$ cat src/sv/adc_two_point_calibration_core_assert.svh
// ----------------------------------------------------------------------------
// Assertion macros for the two-point calibration core
// Shared helpers that keep the concurrent checks short and uniform.
// ----------------------------------------------------------------------------
`ifndef ADC_TWO_POINT_CALIBRATION_CORE_ASSERT_SVH
`define ADC_TWO_POINT_CALIBRATION_CORE_ASSERT_SVH

// The condition must hold in the same cycle as the trigger.
`define TPC_ASSERT_SAME(label, clk, rst_n, trig, cond, msg) \
    label: assert property (@(posedge clk) disable iff (!rst_n) (trig) |-> (cond)) \
        else $error(msg);

// The condition must hold in the cycle after the trigger.
`define TPC_ASSERT_NEXT(label, clk, rst_n, trig, cond, msg) \
    label: assert property (@(posedge clk) disable iff (!rst_n) (trig) |=> (cond)) \
        else $error(msg);

`endif

$ cat src/sv/adc_tpc_pkg.sv
// ----------------------------------------------------------------------------
// adc_tpc_pkg
// Widths, reset values, codes and controller/datapath interface types.
// ----------------------------------------------------------------------------
package adc_tpc_pkg;

    localparam int SAMPLE_W   = 12;
    localparam int MODE_W     = 2;
    localparam int CORR_W     = 16;
    localparam int GAIN_W     = 25;
    localparam int OFFSET_W   = 16;
    localparam int SLOT_W     = 3;
    localparam int ROUND_W    = 8;
    localparam int RSUM_W     = 16;
    localparam int TOTAL_W    = 20;
    localparam int PAIR_W     = SAMPLE_W + 1;
    localparam int RSUM_SHIFT = 3;
    localparam int Q_FRAC     = 12;
    localparam int MEAS_SHIFT = 13;
    localparam int CFG_ADDR_W = 2;
    localparam int IN_DATA_W  = 24;
    localparam int OUT_DATA_W = 64;
    localparam int OUT_PAD_W  = OUT_DATA_W - (CORR_W + 3 + GAIN_W + OFFSET_W);

    localparam int ROUNDS_LOG2_DEFAULT     = 5;
    localparam int SLOTS_PER_ROUND_DEFAULT = 8;

    localparam logic [SAMPLE_W-1:0] IDEAL_LOW_RESET  = 12'd1365;
    localparam logic [SAMPLE_W-1:0] IDEAL_HIGH_RESET = 12'd3413;
    localparam logic [GAIN_W-1:0]   GAIN_RESET       = 25'd4096;
    localparam logic [CORR_W-1:0]   CORR_MAX         = 16'hFFFF;

    typedef enum logic [MODE_W-1:0] {
        MODE_REF     = 2'd0,
        MODE_MEAS    = 2'd1,
        MODE_RESTART = 2'd2
    } mode_t;

    typedef enum logic [CFG_ADDR_W-1:0] {
        CFG_IDEAL_LOW  = 2'd0,
        CFG_IDEAL_HIGH = 2'd1
    } cfg_index_t;

    typedef enum logic [2:0] {
        S_IDLE,
        S_EXEC,
        S_CORRECT,
        S_CAL_CHECK,
        S_DIV_RUN,
        S_OFFSET_MUL,
        S_OFFSET_SET,
        S_EMIT
    } state_t;

    typedef struct packed {
        logic capture;
        logic accumulate;
        logic mul_meas;
        logic correct;
        logic clear_acc;
        logic set_error;
        logic div_start;
        logic mul_offset;
        logic commit_cal;
        logic emit;
    } dp_cmd_t;

    typedef struct packed {
        mode_t mode;
        logic  cal_end;
        logic  div_zero;
        logic  div_done;
        logic  out_free;
    } dp_status_t;

endpackage

$ cat src/sv/adc_tpc_div.sv
// ----------------------------------------------------------------------------
// adc_tpc_div
// Signed restoring divider, one quotient bit per cycle, truncating toward zero.
// ----------------------------------------------------------------------------
module adc_tpc_div
    import adc_tpc_pkg::*;
#(
    parameter int DEN_W = 15
)
(
    input  logic                     clk,
    input  logic                     rst_n,
    input  logic                     start,
    input  logic signed [GAIN_W-1:0] num,
    input  logic signed [DEN_W:0]    den,
    output logic                     done,
    output logic signed [GAIN_W-1:0] quotient
);

    localparam int NUM_MAG_W = GAIN_W - 1;
    localparam int CNT_W     = $clog2(NUM_MAG_W + 1);

    logic                     busy_reg, busy_next;
    logic                     fin_reg, fin_next;
    logic                     done_reg;
    logic [CNT_W-1:0]         cnt_reg, cnt_next;
    logic [NUM_MAG_W-1:0]     work_reg;
    logic [DEN_W-1:0]         rem_reg;
    logic [DEN_W-1:0]         den_reg;
    logic                     neg_reg;
    logic signed [GAIN_W-1:0] quo_reg;

    logic signed [GAIN_W-1:0] num_abs;
    logic signed [DEN_W:0]    den_abs;
    logic [DEN_W:0]           trial;
    logic [DEN_W:0]           trial_diff;
    logic                     fits;
    logic signed [GAIN_W-1:0] mag_signed;

    assign num_abs    = num[GAIN_W-1] ? -num : num;
    assign den_abs    = den[DEN_W] ? -den : den;
    // The remainder stays below the divisor, so it always fits DEN_W bits.
    assign trial      = {rem_reg, work_reg[NUM_MAG_W-1]};
    assign trial_diff = trial - {1'b0, den_reg};
    assign fits       = trial >= {1'b0, den_reg};
    assign mag_signed = $signed({1'b0, work_reg});

    always_comb
    begin
        busy_next = busy_reg;
        fin_next  = 1'b0;
        cnt_next  = cnt_reg;
        if (start)
        begin
            busy_next = 1'b1;
            cnt_next  = CNT_W'(NUM_MAG_W);
        end
        else if (busy_reg)
        begin
            cnt_next = cnt_reg - 1'b1;
            if (cnt_reg == CNT_W'(1))
            begin
                busy_next = 1'b0;
                fin_next  = 1'b1;
            end
        end
    end

    always_ff @(posedge clk or negedge rst_n)
    begin
        if (!rst_n)
        begin
            busy_reg <= 1'b0;
            fin_reg  <= 1'b0;
            done_reg <= 1'b0;
            cnt_reg  <= '0;
        end
        else
        begin
            busy_reg <= busy_next;
            fin_reg  <= fin_next;
            done_reg <= fin_reg;
            cnt_reg  <= cnt_next;
        end
    end

    always_ff @(posedge clk)
    begin
        if (start)
        begin
            work_reg <= num_abs[NUM_MAG_W-1:0];
            den_reg  <= den_abs[DEN_W-1:0];
            rem_reg  <= '0;
            neg_reg  <= num[GAIN_W-1] ^ den[DEN_W];
        end
        else if (busy_reg)
        begin
            work_reg <= {work_reg[NUM_MAG_W-2:0], fits};
            rem_reg  <= fits ? trial_diff[DEN_W-1:0] : trial[DEN_W-1:0];
        end
        if (fin_reg)
        begin
            quo_reg <= neg_reg ? -mag_signed : mag_signed;
        end
    end

    assign done     = done_reg;
    assign quotient = quo_reg;

endmodule

$ cat src/sv/adc_tpc_datapath.sv
// ----------------------------------------------------------------------------
// adc_tpc_datapath
// Reference accumulation, gain/offset registers, shared multiplier,
// correction and clamping, calibration arithmetic and the result register.
// ----------------------------------------------------------------------------
`include "adc_two_point_calibration_core_assert.svh"

module adc_tpc_datapath
    import adc_tpc_pkg::*;
#(
    parameter int ROUNDS_LOG2     = ROUNDS_LOG2_DEFAULT,
    parameter int SLOTS_PER_ROUND = SLOTS_PER_ROUND_DEFAULT
)
(
    input  logic                  clk,
    input  logic                  rst_n,
    input  logic                  cfg_we,
    input  logic [CFG_ADDR_W-1:0] cfg_addr,
    input  logic [SAMPLE_W-1:0]   cfg_wdata,
    input  logic [IN_DATA_W-1:0]  s_tdata,
    input  logic [MODE_W-1:0]     s_tuser,
    input  dp_cmd_t               cmd,
    output dp_status_t            status,
    output logic                  m_tvalid,
    input  logic                  m_tready,
    output logic [OUT_DATA_W-1:0] m_tdata
);

    localparam int AVG_W   = TOTAL_W - ROUNDS_LOG2;
    localparam int MUL_A_W = (AVG_W > PAIR_W) ? AVG_W : PAIR_W;
    localparam int PROD_W  = MUL_A_W + 1 + GAIN_W;
    localparam int V_W     = PROD_W - MEAS_SHIFT + 1;
    localparam logic [SLOT_W-1:0]  SLOT_LAST  = SLOT_W'(SLOTS_PER_ROUND - 1);
    localparam logic [ROUND_W-1:0] ROUND_LAST = ROUND_W'((1 << ROUNDS_LOG2) - 1);
    localparam logic [PROD_W-1:0]  ROUND_HALF = PROD_W'(1) << (Q_FRAC - 1);

    // Configuration
    logic [SAMPLE_W-1:0] ideal_low_reg, ideal_high_reg;

    // Captured item
    mode_t               mode_reg;
    logic [SAMPLE_W-1:0] first_reg, second_reg;

    // Accumulation state
    logic [SLOT_W-1:0]  slot_reg, slot_next;
    logic [ROUND_W-1:0] round_reg, round_next;
    logic [RSUM_W-1:0]  rhigh_reg, rhigh_next;
    logic [RSUM_W-1:0]  rlow_reg, rlow_next;
    logic [TOTAL_W-1:0] thigh_reg, thigh_next;
    logic [TOTAL_W-1:0] tlow_reg, tlow_next;

    // Calibration results
    logic signed [GAIN_W-1:0]   gain_reg, gain_next;
    logic signed [OFFSET_W-1:0] offset_reg, offset_next;
    logic                       done_reg, done_next;
    logic                       error_reg, error_next;

    // Arithmetic
    logic signed [PROD_W-1:0] prod_reg;
    logic [CORR_W-1:0]        corr_reg;
    logic                     sat_reg;

    // Result register
    logic                  out_valid_reg, out_valid_next;
    logic [OUT_DATA_W-1:0] out_data_reg;

    logic [SAMPLE_W-1:0]      add_high, add_low;
    logic [RSUM_W-1:0]        rh_sum, rl_sum;
    logic                     last_slot, last_round;
    logic [AVG_W-1:0]         avg_high, avg_low;
    logic signed [AVG_W:0]    div_den;
    logic signed [PAIR_W-1:0] ideal_diff;
    logic signed [GAIN_W-1:0] div_num;
    logic                     div_done;
    logic signed [GAIN_W-1:0] quotient;
    logic [PAIR_W-1:0]        pair_sum;
    logic [MUL_A_W-1:0]       mul_a;
    logic signed [GAIN_W-1:0] mul_b;
    logic signed [PROD_W-1:0] mul_p;
    logic signed [V_W-1:0]    corr_sum;
    logic [CORR_W-1:0]        corr_val;
    logic                     sat_val;
    logic [PROD_W-1:0]        off_round;
    logic [OFFSET_W-1:0]      off_new;
    logic [CORR_W-1:0]        res_value;
    logic                     res_sat;
    logic                     out_free;

    // Even slots carry the high reference on the first converter.
    assign add_high   = slot_reg[0] ? second_reg : first_reg;
    assign add_low    = slot_reg[0] ? first_reg : second_reg;
    assign rh_sum     = rhigh_reg + RSUM_W'(add_high);
    assign rl_sum     = rlow_reg + RSUM_W'(add_low);
    assign last_slot  = slot_reg >= SLOT_LAST;
    assign last_round = round_reg >= ROUND_LAST;

    assign avg_high   = thigh_reg[TOTAL_W-1:ROUNDS_LOG2];
    assign avg_low    = tlow_reg[TOTAL_W-1:ROUNDS_LOG2];
    assign div_den    = $signed({1'b0, avg_high}) - $signed({1'b0, avg_low});
    assign ideal_diff = $signed({1'b0, ideal_high_reg}) - $signed({1'b0, ideal_low_reg});
    assign div_num    = {ideal_diff, {Q_FRAC{1'b0}}};

    adc_tpc_div #(
        .DEN_W (AVG_W)
    ) u_div (
        .clk      (clk),
        .rst_n    (rst_n),
        .start    (cmd.div_start),
        .num      (div_num),
        .den      (div_den),
        .done     (div_done),
        .quotient (quotient)
    );

    // One multiplier serves both the measurement and the offset derivation.
    assign pair_sum = {1'b0, first_reg} + {1'b0, second_reg};
    assign mul_a    = cmd.mul_offset ? MUL_A_W'(avg_low) : MUL_A_W'(pair_sum);
    assign mul_b    = cmd.mul_offset ? quotient : gain_reg;
    assign mul_p    = $signed({1'b0, mul_a}) * mul_b;

    // The part-select of the product is the floor of the shift.
    assign corr_sum = V_W'($signed(prod_reg[PROD_W-1:MEAS_SHIFT])) + V_W'(offset_reg);

    always_comb
    begin
        if (corr_sum[V_W-1])
        begin
            corr_val = '0;
            sat_val  = 1'b0;
        end
        else if (|corr_sum[V_W-2:CORR_W])
        begin
            corr_val = CORR_MAX;
            sat_val  = 1'b1;
        end
        else
        begin
            corr_val = corr_sum[CORR_W-1:0];
            sat_val  = 1'b0;
        end
    end

    // Only bits 27:12 of the rounded product (its low 16 integer bits) reach the offset.
    assign off_round = prod_reg + ROUND_HALF;
    assign off_new   = OFFSET_W'(ideal_low_reg) - off_round[Q_FRAC+OFFSET_W-1:Q_FRAC];

    always_comb
    begin
        slot_next  = slot_reg;
        round_next = round_reg;
        rhigh_next = rhigh_reg;
        rlow_next  = rlow_reg;
        thigh_next = thigh_reg;
        tlow_next  = tlow_reg;
        if (cmd.clear_acc)
        begin
            slot_next  = '0;
            round_next = '0;
            rhigh_next = '0;
            rlow_next  = '0;
            thigh_next = '0;
            tlow_next  = '0;
        end
        else if (cmd.accumulate)
        begin
            if (last_slot)
            begin
                slot_next  = '0;
                rhigh_next = '0;
                rlow_next  = '0;
                thigh_next = thigh_reg + TOTAL_W'(rh_sum >> RSUM_SHIFT);
                tlow_next  = tlow_reg + TOTAL_W'(rl_sum >> RSUM_SHIFT);
                // On the last round the counters are cleared after calibration.
                if (!last_round)
                begin
                    round_next = round_reg + 1'b1;
                end
            end
            else
            begin
                slot_next  = slot_reg + 1'b1;
                rhigh_next = rh_sum;
                rlow_next  = rl_sum;
            end
        end
    end

    always_comb
    begin
        gain_next   = gain_reg;
        offset_next = offset_reg;
        done_next   = done_reg;
        error_next  = error_reg;
        if (cmd.commit_cal)
        begin
            gain_next   = quotient;
            offset_next = $signed(off_new);
            done_next   = 1'b1;
            error_next  = 1'b0;
        end
        else if (cmd.set_error)
        begin
            error_next = 1'b1;
        end
    end

    assign out_free       = !out_valid_reg || m_tready;
    assign out_valid_next = cmd.emit ? 1'b1 : (m_tready ? 1'b0 : out_valid_reg);
    assign res_value      = (mode_reg == MODE_MEAS) ? corr_reg : '0;
    assign res_sat        = (mode_reg == MODE_MEAS) ? sat_reg : 1'b0;

    always_ff @(posedge clk or negedge rst_n)
    begin
        if (!rst_n)
        begin
            ideal_low_reg  <= IDEAL_LOW_RESET;
            ideal_high_reg <= IDEAL_HIGH_RESET;
            mode_reg       <= MODE_REF;
            slot_reg       <= '0;
            round_reg      <= '0;
            rhigh_reg      <= '0;
            rlow_reg       <= '0;
            thigh_reg      <= '0;
            tlow_reg       <= '0;
            gain_reg       <= $signed(GAIN_RESET);
            offset_reg     <= '0;
            done_reg       <= 1'b0;
            error_reg      <= 1'b0;
            out_valid_reg  <= 1'b0;
        end
        else
        begin
            if (cfg_we)
            begin
                case (cfg_index_t'(cfg_addr))
                    CFG_IDEAL_LOW:  ideal_low_reg  <= cfg_wdata;
                    CFG_IDEAL_HIGH: ideal_high_reg <= cfg_wdata;
                    default:        ;
                endcase
            end
            if (cmd.capture)
            begin
                mode_reg <= mode_t'(s_tuser);
            end
            slot_reg      <= slot_next;
            round_reg     <= round_next;
            rhigh_reg     <= rhigh_next;
            rlow_reg      <= rlow_next;
            thigh_reg     <= thigh_next;
            tlow_reg      <= tlow_next;
            gain_reg      <= gain_next;
            offset_reg    <= offset_next;
            done_reg      <= done_next;
            error_reg     <= error_next;
            out_valid_reg <= out_valid_next;
        end
    end

    always_ff @(posedge clk)
    begin
        if (cmd.capture)
        begin
            first_reg  <= s_tdata[SAMPLE_W-1:0];
            second_reg <= s_tdata[2*SAMPLE_W-1:SAMPLE_W];
        end
        if (cmd.mul_meas || cmd.mul_offset)
        begin
            prod_reg <= mul_p;
        end
        if (cmd.correct)
        begin
            corr_reg <= corr_val;
            sat_reg  <= sat_val;
        end
        if (cmd.emit)
        begin
            out_data_reg <= {{OUT_PAD_W{1'b0}}, offset_reg, gain_reg, error_reg, done_reg,
                             res_sat, res_value};
        end
    end

    assign status.mode     = mode_reg;
    assign status.cal_end  = last_slot && last_round;
    assign status.div_zero = (avg_high == avg_low);
    assign status.div_done = div_done;
    assign status.out_free = out_free;

    assign m_tvalid = out_valid_reg;
    assign m_tdata  = out_data_reg;

    `TPC_ASSERT_SAME(a_emit_slot_free, clk, rst_n, cmd.emit, out_free, "result loaded over a pending one")
    `TPC_ASSERT_SAME(a_div_nonzero, clk, rst_n, cmd.div_start, avg_high != avg_low, "division started with zero divisor")
    `TPC_ASSERT_NEXT(a_commit_flags, clk, rst_n, cmd.commit_cal, done_reg && !error_reg, "calibration commit left wrong flags")
    `TPC_ASSERT_NEXT(a_clear_counters, clk, rst_n, cmd.clear_acc, slot_reg == '0 && round_reg == '0 && thigh_reg == '0, "accumulation not cleared")

endmodule

$ cat src/sv/adc_tpc_ctrl.sv
// ----------------------------------------------------------------------------
// adc_tpc_ctrl
// Sequencer that walks one item through update, multiply, divide and result.
// ----------------------------------------------------------------------------
module adc_tpc_ctrl
    import adc_tpc_pkg::*;
(
    input  logic       clk,
    input  logic       rst_n,
    input  logic       s_tvalid,
    output logic       s_tready,
    input  dp_status_t status,
    output dp_cmd_t    cmd
);

    state_t state_reg, state_next;

    always_comb
    begin
        state_next = state_reg;
        case (state_reg)
            S_IDLE:
            begin
                if (s_tvalid)
                begin
                    state_next = S_EXEC;
                end
            end
            S_EXEC:
            begin
                case (status.mode)
                    MODE_REF:  state_next = status.cal_end ? S_CAL_CHECK : S_EMIT;
                    MODE_MEAS: state_next = S_CORRECT;
                    default:   state_next = S_EMIT;
                endcase
            end
            S_CORRECT:    state_next = S_EMIT;
            S_CAL_CHECK:  state_next = status.div_zero ? S_EMIT : S_DIV_RUN;
            S_DIV_RUN:
            begin
                if (status.div_done)
                begin
                    state_next = S_OFFSET_MUL;
                end
            end
            S_OFFSET_MUL: state_next = S_OFFSET_SET;
            S_OFFSET_SET: state_next = S_EMIT;
            S_EMIT:
            begin
                if (status.out_free)
                begin
                    state_next = S_IDLE;
                end
            end
            default:      state_next = S_IDLE;
        endcase
    end

    always_comb
    begin
        cmd      = '0;
        s_tready = 1'b0;
        case (state_reg)
            S_IDLE:
            begin
                s_tready    = 1'b1;
                cmd.capture = s_tvalid;
            end
            S_EXEC:
            begin
                case (status.mode)
                    MODE_REF:     cmd.accumulate = 1'b1;
                    MODE_MEAS:    cmd.mul_meas   = 1'b1;
                    MODE_RESTART: cmd.clear_acc  = 1'b1;
                    default:      ;
                endcase
            end
            S_CORRECT:    cmd.correct = 1'b1;
            S_CAL_CHECK:
            begin
                // Equal averages keep gain and offset but still restart.
                if (status.div_zero)
                begin
                    cmd.set_error = 1'b1;
                    cmd.clear_acc = 1'b1;
                end
                else
                begin
                    cmd.div_start = 1'b1;
                end
            end
            S_DIV_RUN:    ;
            S_OFFSET_MUL: cmd.mul_offset = 1'b1;
            S_OFFSET_SET:
            begin
                cmd.commit_cal = 1'b1;
                cmd.clear_acc  = 1'b1;
            end
            S_EMIT:       cmd.emit = status.out_free;
            default:      ;
        endcase
    end

    always_ff @(posedge clk or negedge rst_n)
    begin
        if (!rst_n)
        begin
            state_reg <= S_IDLE;
        end
        else
        begin
            state_reg <= state_next;
        end
    end

endmodule

$ cat src/sv/adc_two_point_calibration_core.sv
// ----------------------------------------------------------------------------
// adc_two_point_calibration_core
// Two-point gain/offset calibration and correction for a dual 12-bit ADC.
// Each transaction on the input stream yields exactly one transaction on the
// output stream, in order. Reference and restart items pass through the
// idle, execute and emit states, and measurement items add a correct state
// for shift, offset and clamp after the shared 16x25 multiplier. The
// reference item that closes a calibration also passes the check state, the
// restoring divider that produces one quotient bit per cycle over 24 bits,
// and the offset multiply. A new transaction is accepted once the previous
// one has been placed in the output register, which holds it while the sink
// stalls. Configuration writes must be issued while the block is idle.
// ----------------------------------------------------------------------------
module adc_two_point_calibration_core
    import adc_tpc_pkg::*;
#(
    parameter int ROUNDS_LOG2     = ROUNDS_LOG2_DEFAULT,
    parameter int SLOTS_PER_ROUND = SLOTS_PER_ROUND_DEFAULT
)
(
    input  logic                  clk,
    input  logic                  rst_n,
    input  logic                  cfg_we,
    input  logic [CFG_ADDR_W-1:0] cfg_addr,
    input  logic [SAMPLE_W-1:0]   cfg_wdata,
    input  logic                  s_tvalid,
    output logic                  s_tready,
    // [11:0] first_sample, [23:12] second_sample
    input  logic [IN_DATA_W-1:0]  s_tdata,
    // [1:0] mode
    input  logic [MODE_W-1:0]     s_tuser,
    output logic                  m_tvalid,
    input  logic                  m_tready,
    // [15:0] corrected_value, [16] value_saturated, [17] calibration_done,
    // [18] calibration_error, [43:19] gain_now, [59:44] offset_now, [63:60] zero
    output logic [OUT_DATA_W-1:0] m_tdata
);

    dp_cmd_t    cmd;
    dp_status_t status;

    adc_tpc_ctrl u_ctrl (
        .clk      (clk),
        .rst_n    (rst_n),
        .s_tvalid (s_tvalid),
        .s_tready (s_tready),
        .status   (status),
        .cmd      (cmd)
    );

    adc_tpc_datapath #(
        .ROUNDS_LOG2     (ROUNDS_LOG2),
        .SLOTS_PER_ROUND (SLOTS_PER_ROUND)
    ) u_datapath (
        .clk       (clk),
        .rst_n     (rst_n),
        .cfg_we    (cfg_we),
        .cfg_addr  (cfg_addr),
        .cfg_wdata (cfg_wdata),
        .s_tdata   (s_tdata),
        .s_tuser   (s_tuser),
        .cmd       (cmd),
        .status    (status),
        .m_tvalid  (m_tvalid),
        .m_tready  (m_tready),
        .m_tdata   (m_tdata)
    );

endmodule

$ cat config.mk
export PLATFORM = sky130hd
export DESIGN_NAME = adc_two_point_calibration_core
export DESIGN_NICKNAME = d
export VERILOG_FILES = /design/src/sv/adc_tpc_pkg.sv /design/src/sv/adc_tpc_div.sv /design/src/sv/adc_tpc_datapath.sv /design/src/sv/adc_tpc_ctrl.sv /design/src/sv/adc_two_point_calibration_core.sv
export VERILOG_INCLUDE_DIRS = /design/src /design/src/sv
export SDC_FILE = /design/constraint.sdc
export NUM_CORES = 2
export LEC_CHECK = 0
export ABC_AREA = 0
export BUFFER_PORTS_ARGS = -buffer_cell sky130_fd_sc_hd__buf_2
export CAP_MARGIN = 15
export CORE_ASPECT_RATIO = 1.25
export CORE_MARGIN = 4
export CORE_UTILIZATION = 35
export CTS_CLUSTER_DIAMETER = 40
export CTS_CLUSTER_SIZE = 10
export DETAILED_ROUTE_END_ITERATION = 6
export GPL_TIMING_DRIVEN = 0
export SYNTH_ARGS = -nofsm -noshare
export SYNTH_HDL_FRONTEND = slang
export SYNTH_HIERARCHICAL = 1
export SYNTH_SLANG_ARGS = --single-unit
$ cat constraint.sdc
create_clock -name clk -period 11.1 [get_ports clk]
set_input_delay 0 -clock clk [delete_from_list [all_inputs] [get_ports clk]]
set_output_delay 0 -clock clk [all_outputs]
set_load 0.05 [all_outputs]
After elaboration in Yosys (flattened, before gate mapping)
Cells that the tools add are included.
{ "word_totals": {"inputBits": 45, "wordCells": 153, "output_inout_bits": 66, "register_bits": 386} }
{ "op_classes": {"n_eq_ne": 16, "bitwise_logic": 1, "n_reduce_logical": 19, "n_lt_le_gt_ge": 3, "addsub": 17, "mux": 64, "multipliers": 1} }
{ "ops": {"columns": ["cell", "count"], "rows": [
  ["20-bit two-way mux", 6],
  ["16-bit two-way mux", 7],
  ["24-bit two-way mux", 4],
  ["15-bit two-way mux", 3],
  ["16-bit by 25-bit multiplier with 41-bit output", 1],
  ["20-bit by 13-bit adder with 20-bit output", 2],
  ["16-bit by 12-bit adder with 16-bit output", 2],
  ["8-bit two-way mux", 4],
  ["28-bit by 16-bit adder with 29-bit output", 1],
  ["28-bit by 12-bit adder with 28-bit output (second input constant)", 1],
  ["25-bit two-way mux", 1],
  ["24-bit negator with 25-bit output", 1],
  ["12-bit two-way mux", 2],
  ["24-bit negator", 1],
  ["1-bit two-way mux", 21],
  ["3-bit two-way mux", 7],
  ["3-bit one-hot mux with 7 select lines", 1],
  ["16-bit by 15-bit >= comparator with 1-bit output", 1],
  ["12-bit by 16-bit subtractor with 16-bit output", 1],
  ["15-bit by 15-bit subtractor with 16-bit output", 1],
  ["15-bit == test", 1],
  ["15-bit negator", 1],
  ["15-bit subtractor", 1],
  ["12-bit by 12-bit adder with 13-bit output", 1],
  ["other kinds (29)", 49]
]} }

Longest topological paths before layout
{ "depth": {"ltp_word": 6, "ltp_mapped": 35, "mapped_depth_nobuf": 33} }

Modules after synthesis
Netlist, hierarchy kept.
{ "by_module_without_submodules": {"columns": ["mod", "instances", "seq_area_each_um2", "area_each_um2", "cells_per_inst"], "rows": [
  ["adc_tpc_datapath", 1, 7780.0, 30660.7, 3210],
  ["adc_tpc_div", 1, 2452.4, 5315.1, 521],
  ["adc_tpc_ctrl", 1, 75.1, 306.5, 39]
]} }

Least setup slack after synthesis
Ideal clock, no wire load.
{ "synth_timing": {"path_kind": "reg2reg", "startpoint": "register u_datapath.first_reg[0]", "endpoint": "register u_datapath.prod_reg[35], data pin", "arrival_time_ns": 7.872, "setup_ns": 0.273, "period_less_slack_ns": 8.145, "stages_incl_launch_ff": 35, "setup_slack_ns": 2.955, "n_path_buf": 1, "path_cell_list": "edfxtp_1 > ha_1 > inv_1 > fa_1 > nor2b_1 > o21ai_0 > a21boi_0 > o21ai_0 > a21boi_1 > o21a_1 > nor3_1 > o31ai_1 > buf_2 > nand2_1 > fa_1 > inv_1 > fa_1 > inv_1 > fa_1 > inv_1 > fa_1 > fa_1 > inv_1 > fa_1 > inv_1 > ha_1 > a21o_1 > a21o_1 > a2111oi_0 > or3b_2 > a21oi_4 > o2111ai_1 > a21oi_2 > mux2i_1 > o2111ai_1"} }
{ "synth_between": {"elab_chain_len": 3} }
{ "synth_rtl": {"columns": ["item", "line", "rtl"], "rows": [
  ["start, declared", "adc_tpc_datapath.sv:42", "logic [SAMPLE_W-1:0] first_reg, second_reg;"],
  ["start signal, assigned", "adc_tpc_datapath.sv:263", "first_reg <= s_tdata[SAMPLE_W-1:0];"],
  ["12-bit by 12-bit adder with 13-bit output", "adc_tpc_datapath.sv:116", "assign pair_sum = {1'b0, first_reg} + {1'b0, second_reg};"],
  ["15-bit two-way mux", "adc_tpc_datapath.sv:117", "assign mul_a = cmd.mul_offset ? MUL_A_W'(avg_low) : MUL_A_W'(pair_sum);"],
  ["16-bit by 25-bit multiplier with 41-bit output", "adc_tpc_datapath.sv:119", "assign mul_p = $signed({1'b0, mul_a}) * mul_b;"],
  ["named net u_datapath.mul_p[35]", "adc_tpc_datapath.sv:79", "logic signed [PROD_W-1:0] mul_p;"],
  ["end signal, assigned", "adc_tpc_datapath.sv:268", "prod_reg <= mul_p;"],
  ["end, declared", "adc_tpc_datapath.sv:59", "logic signed [PROD_W-1:0] prod_reg;"]
]} }
The timed path passes the listed nets, and every way through them passes these cells.
A chain may end at the register's enable or synchronous reset.

==> flow_metrics.env <==
export IMPL_outcome="finished clean"
export IMPL_root_buffer="clkbuf_16"
export IMPL_finalHoldWorstSlack_ns=0.04451
export IMPL_path_clk_slew_ns=0.05
export IMPL_worst_slew_pin_slew_ns=1.181
export IMPL_critPathRequiredTime_ns=11.45
export IMPL_dieWidth_um=296.0
export IMPL_largest_reg_flops=60
export IMPL_antenna_found_initial=1
export IMPL_critPathLaunchType="flop"
export IMPL_cts_buffers=72
export IMPL_cts_tree="done"
export IMPL_final_hold_viol_count=0
export IMPL_initial_core_util_pct=35.42
export IMPL_slew_headroom_pct=21.27
export IMPL_layout_drive_gt1_share_pct=9.439
export IMPL_vias=28137
export IMPL_drc=0
export IMPL_yosys_area_top_type="fa_1"
export IMPL_grt_usage_pct=19.50
export IMPL_synthesis_area_um2=36280
export IMPL_io_buffers=106
export IMPL_grt_pass1_vias=28971
export IMPL_maxCapViolCount=0
export IMPL_rows=131
export IMPL_rsz0062_at_grt="false"
export IMPL_grt_pass1_wl_um=165200
export IMPL_finalWirelength_um=105900
export IMPL_ys_flop_type="edfxtp_1"
export IMPL_num_io_pins=111
export IMPL_drt_iter0_drc=1549
export IMPL_max_freq_ghz=0.1005
export IMPL_seq_area_frac_synth_pct=28.41
export IMPL_clk_latency_ns=0.63
export IMPL_crit_top_cell="fa_1"
export IMPL_antennaDiodeCount=0
export IMPL_timing_setup_critical_path_class="flop to flop"
export IMPL_slowest_delay_ns=0.62
export IMPL_seqCellArea_um2=10310
export IMPL_post_cts_buffers=0
export IMPL_dr_pass1_iters=5
export IMPL_critPathSlowestCell="o21ai_1"
export IMPL_ys_seq_elements=375
export IMPL_syn_avg_cell_area_um2=9.624
export IMPL_reg2reg_setup_slack_ns=1.15
export IMPL_async_flop_share_pct=43.73
export IMPL_setup_tns_ns=0
export IMPL_vias_per_cell=5.162
export IMPL_area_growth_pct=15.83
export IMPL_yosys_warnings=6
export IMPL_postRouteAntennaNets=0
export IMPL_report_final_slew_viol_count=0
export IMPL_h_tree_depth=3
export IMPL_arrival_ns=10.30
export IMPL_synth_edf_count=196
export IMPL_netlist_instances=3770
export IMPL_fillers=10064
export IMPL_overflow=0
export IMPL_coreArea_um2=102400
export IMPL_finClkSkew_ns=0.02566
export IMPL_die_h_um=368.0
export IMPL_synthTopCellsByArea="fa_1, edfxtp_1, dfrtp_1"
export IMPL_timing_final_crit_share_pct=89.64
export IMPL_gp_congestion=0.9647
export IMPL_hpwlAfterDp_um=86460
export IMPL_hold_class="primary input to flop"
export IMPL_crit_fanout=10
export IMPL_setup_violations=0
export IMPL_yosysTopAreaCellShare_pct=20.53
export IMPL_multi_input_area_um2=23610
export IMPL_clk_path_buf_depth=3
export IMPL_grt_max_degree=83
export IMPL_avgRoutedWirePerCell_um=19.43
export IMPL_clock_sinks=375
export IMPL_finalCriticalPeriod_ns=9.950
export IMPL_end_kind="flop"
export IMPL_final_nets=4730
export IMPL_synth_cell_type_count=104
export IMPL_dieArea_um2=108900
==> critical path, delay by kind of cell, from the launching register on <==
family	cells	cell delay (ns)
buffers and inverters	11	2.62
AOI/OAI and AO/OA	5	1.54
adders and majority gates	7	3.41
DFF	1	0.33
and+or+nand+nor	7	1.51
muxes	1	0.22
==> path summary, 6_finish.rpt <==
check / startpoint / end / depth (start not counted)
min in group asynchronous: rst_n / u_datapath/tlow_reg[2]$_DFFE_PN0P_ / 3
max in group asynchronous: rst_n / u_datapath/ideal_low_reg[10]$_DFFE_PN1P_ / 4
min: cfg_addr[1] / u_datapath/ideal_low_reg[6]$_DFFE_PN1P_ / 4
min reg2reg: u_datapath/done_reg$_DFFE_PN0P_ / u_datapath/m_tdata[17]$_DFFE_PP_ / 0
max: u_ctrl/state_reg[2]$_DFFE_PN0P_ / u_datapath/prod_reg[35]$_DFFE_PP_ / 31
max reg2reg: u_ctrl/state_reg[2]$_DFFE_PN0P_ / u_datapath/prod_reg[35]$_DFFE_PP_ / 31
==> repair_timing <==
item | CTS | global route
resized for setup | 0 | 0
hold endpoints to repair | 176 | 0
hold buffers | 61 | 0
endpoints found under the setup margin | 0 | 0
==> synthesized netlist by cell type (all sizes together), types with 37 or more instances <==
cell    number
inv        524
nand2      388
fa         372
nor2       264
ha         250
edfxtp     196
a21oi      154
dfrtp      150
xnor2      143
o21ai      128
clkbuf     112
nand3       96
and3        76
nor3        75
mux2        73
xor2        73
a21o        64
and2        52
nand2b      39
o31ai       37
==> final cells by class <==
class | instances | area share (%)
Timing Repair Buffer | 177 | 3.072
Tap cell | 1330 | 3.960
Clock buffer | 88 | 4.701
Sequential cell | 375 | 24.53
Buffer | 142 | 1.390
Clock inverter | 44 | 1.474
Inverter | 525 | 4.689
Multi-Input combinational cell | 2770 | 56.19
==> kinds of logic (layout without fill, tap and decap cells) <==
family                     Yosys count  count (layout)  synth area share, %
and+or+nand+nor                   1140            1140                15.05
buffers and inverters              667             976                7.042
AOI/OAI and AO/OA                  656             656                12.30
adders and majority gates          622             622                29.15
DFF                                375             375                28.41
xor gates and xnor gates           216             216                5.214
muxes                               93              93                2.828
other                                1              43              0.01034
==> stage by stage <==
| step | instance area [um^2] | std cells | setup WS, ns | utilization (%) |
|---|---|---|---|---|
| CTS | 42020 | 5450 | 1.156 | 41.02 |
| floorplan | 36440 | 3812 | 2.955 | - |
| global route | 42030 | 5451 | 0.5930 | 41.02 |
| finish | 42030 | 5451 | 1.150 | 41.02 |
| detailed placement | 38810 | 5257 | 1.167 | 37.88 |
| global placement | 38630 | 5248 | 0.9775 | 37.71 |
==> cell usage in the layout (no fill, tap or decap), drive strengths merged, types with 12 or more instances in the layout <==
master	n
nand2b	39
or4	16
conb	43
a21boi	18
a22o	32
xnor2	143
dfxtp	15
mux2i	20
ha	250
inv	534
o31ai	37
fa	372
o21ai	128
o41ai	20
a21oi	154
nand3	96
o21bai	21
o21a	24
nand4	24
dfstp	14
nor4	12
nor3b	12
a31oi	32
buf	146
and2	52
clkbuf	201
xor2	73
and3	76
clkinv	20
nor2b	31
edfxtp	196
nor3	75
nand2	388
mux2	73
a21o	64
nor2	264
or3	18
dfrtp	150
dlygate4sd3	60
a211oi	19
==> per-layer routing <==
metal,part of all wire (%),vias up,track usage (%)
li1,-,13319,-
met4,5.3,0,9.380
met3,4.7,216,2.872
met2,49,691,33.85
met5,0,-,0
met1,41,13911,23.65
Power is left out: the tool's default activity adds up to more than one toggle a clock period on the data nets, which glitch-free logic cannot reach.
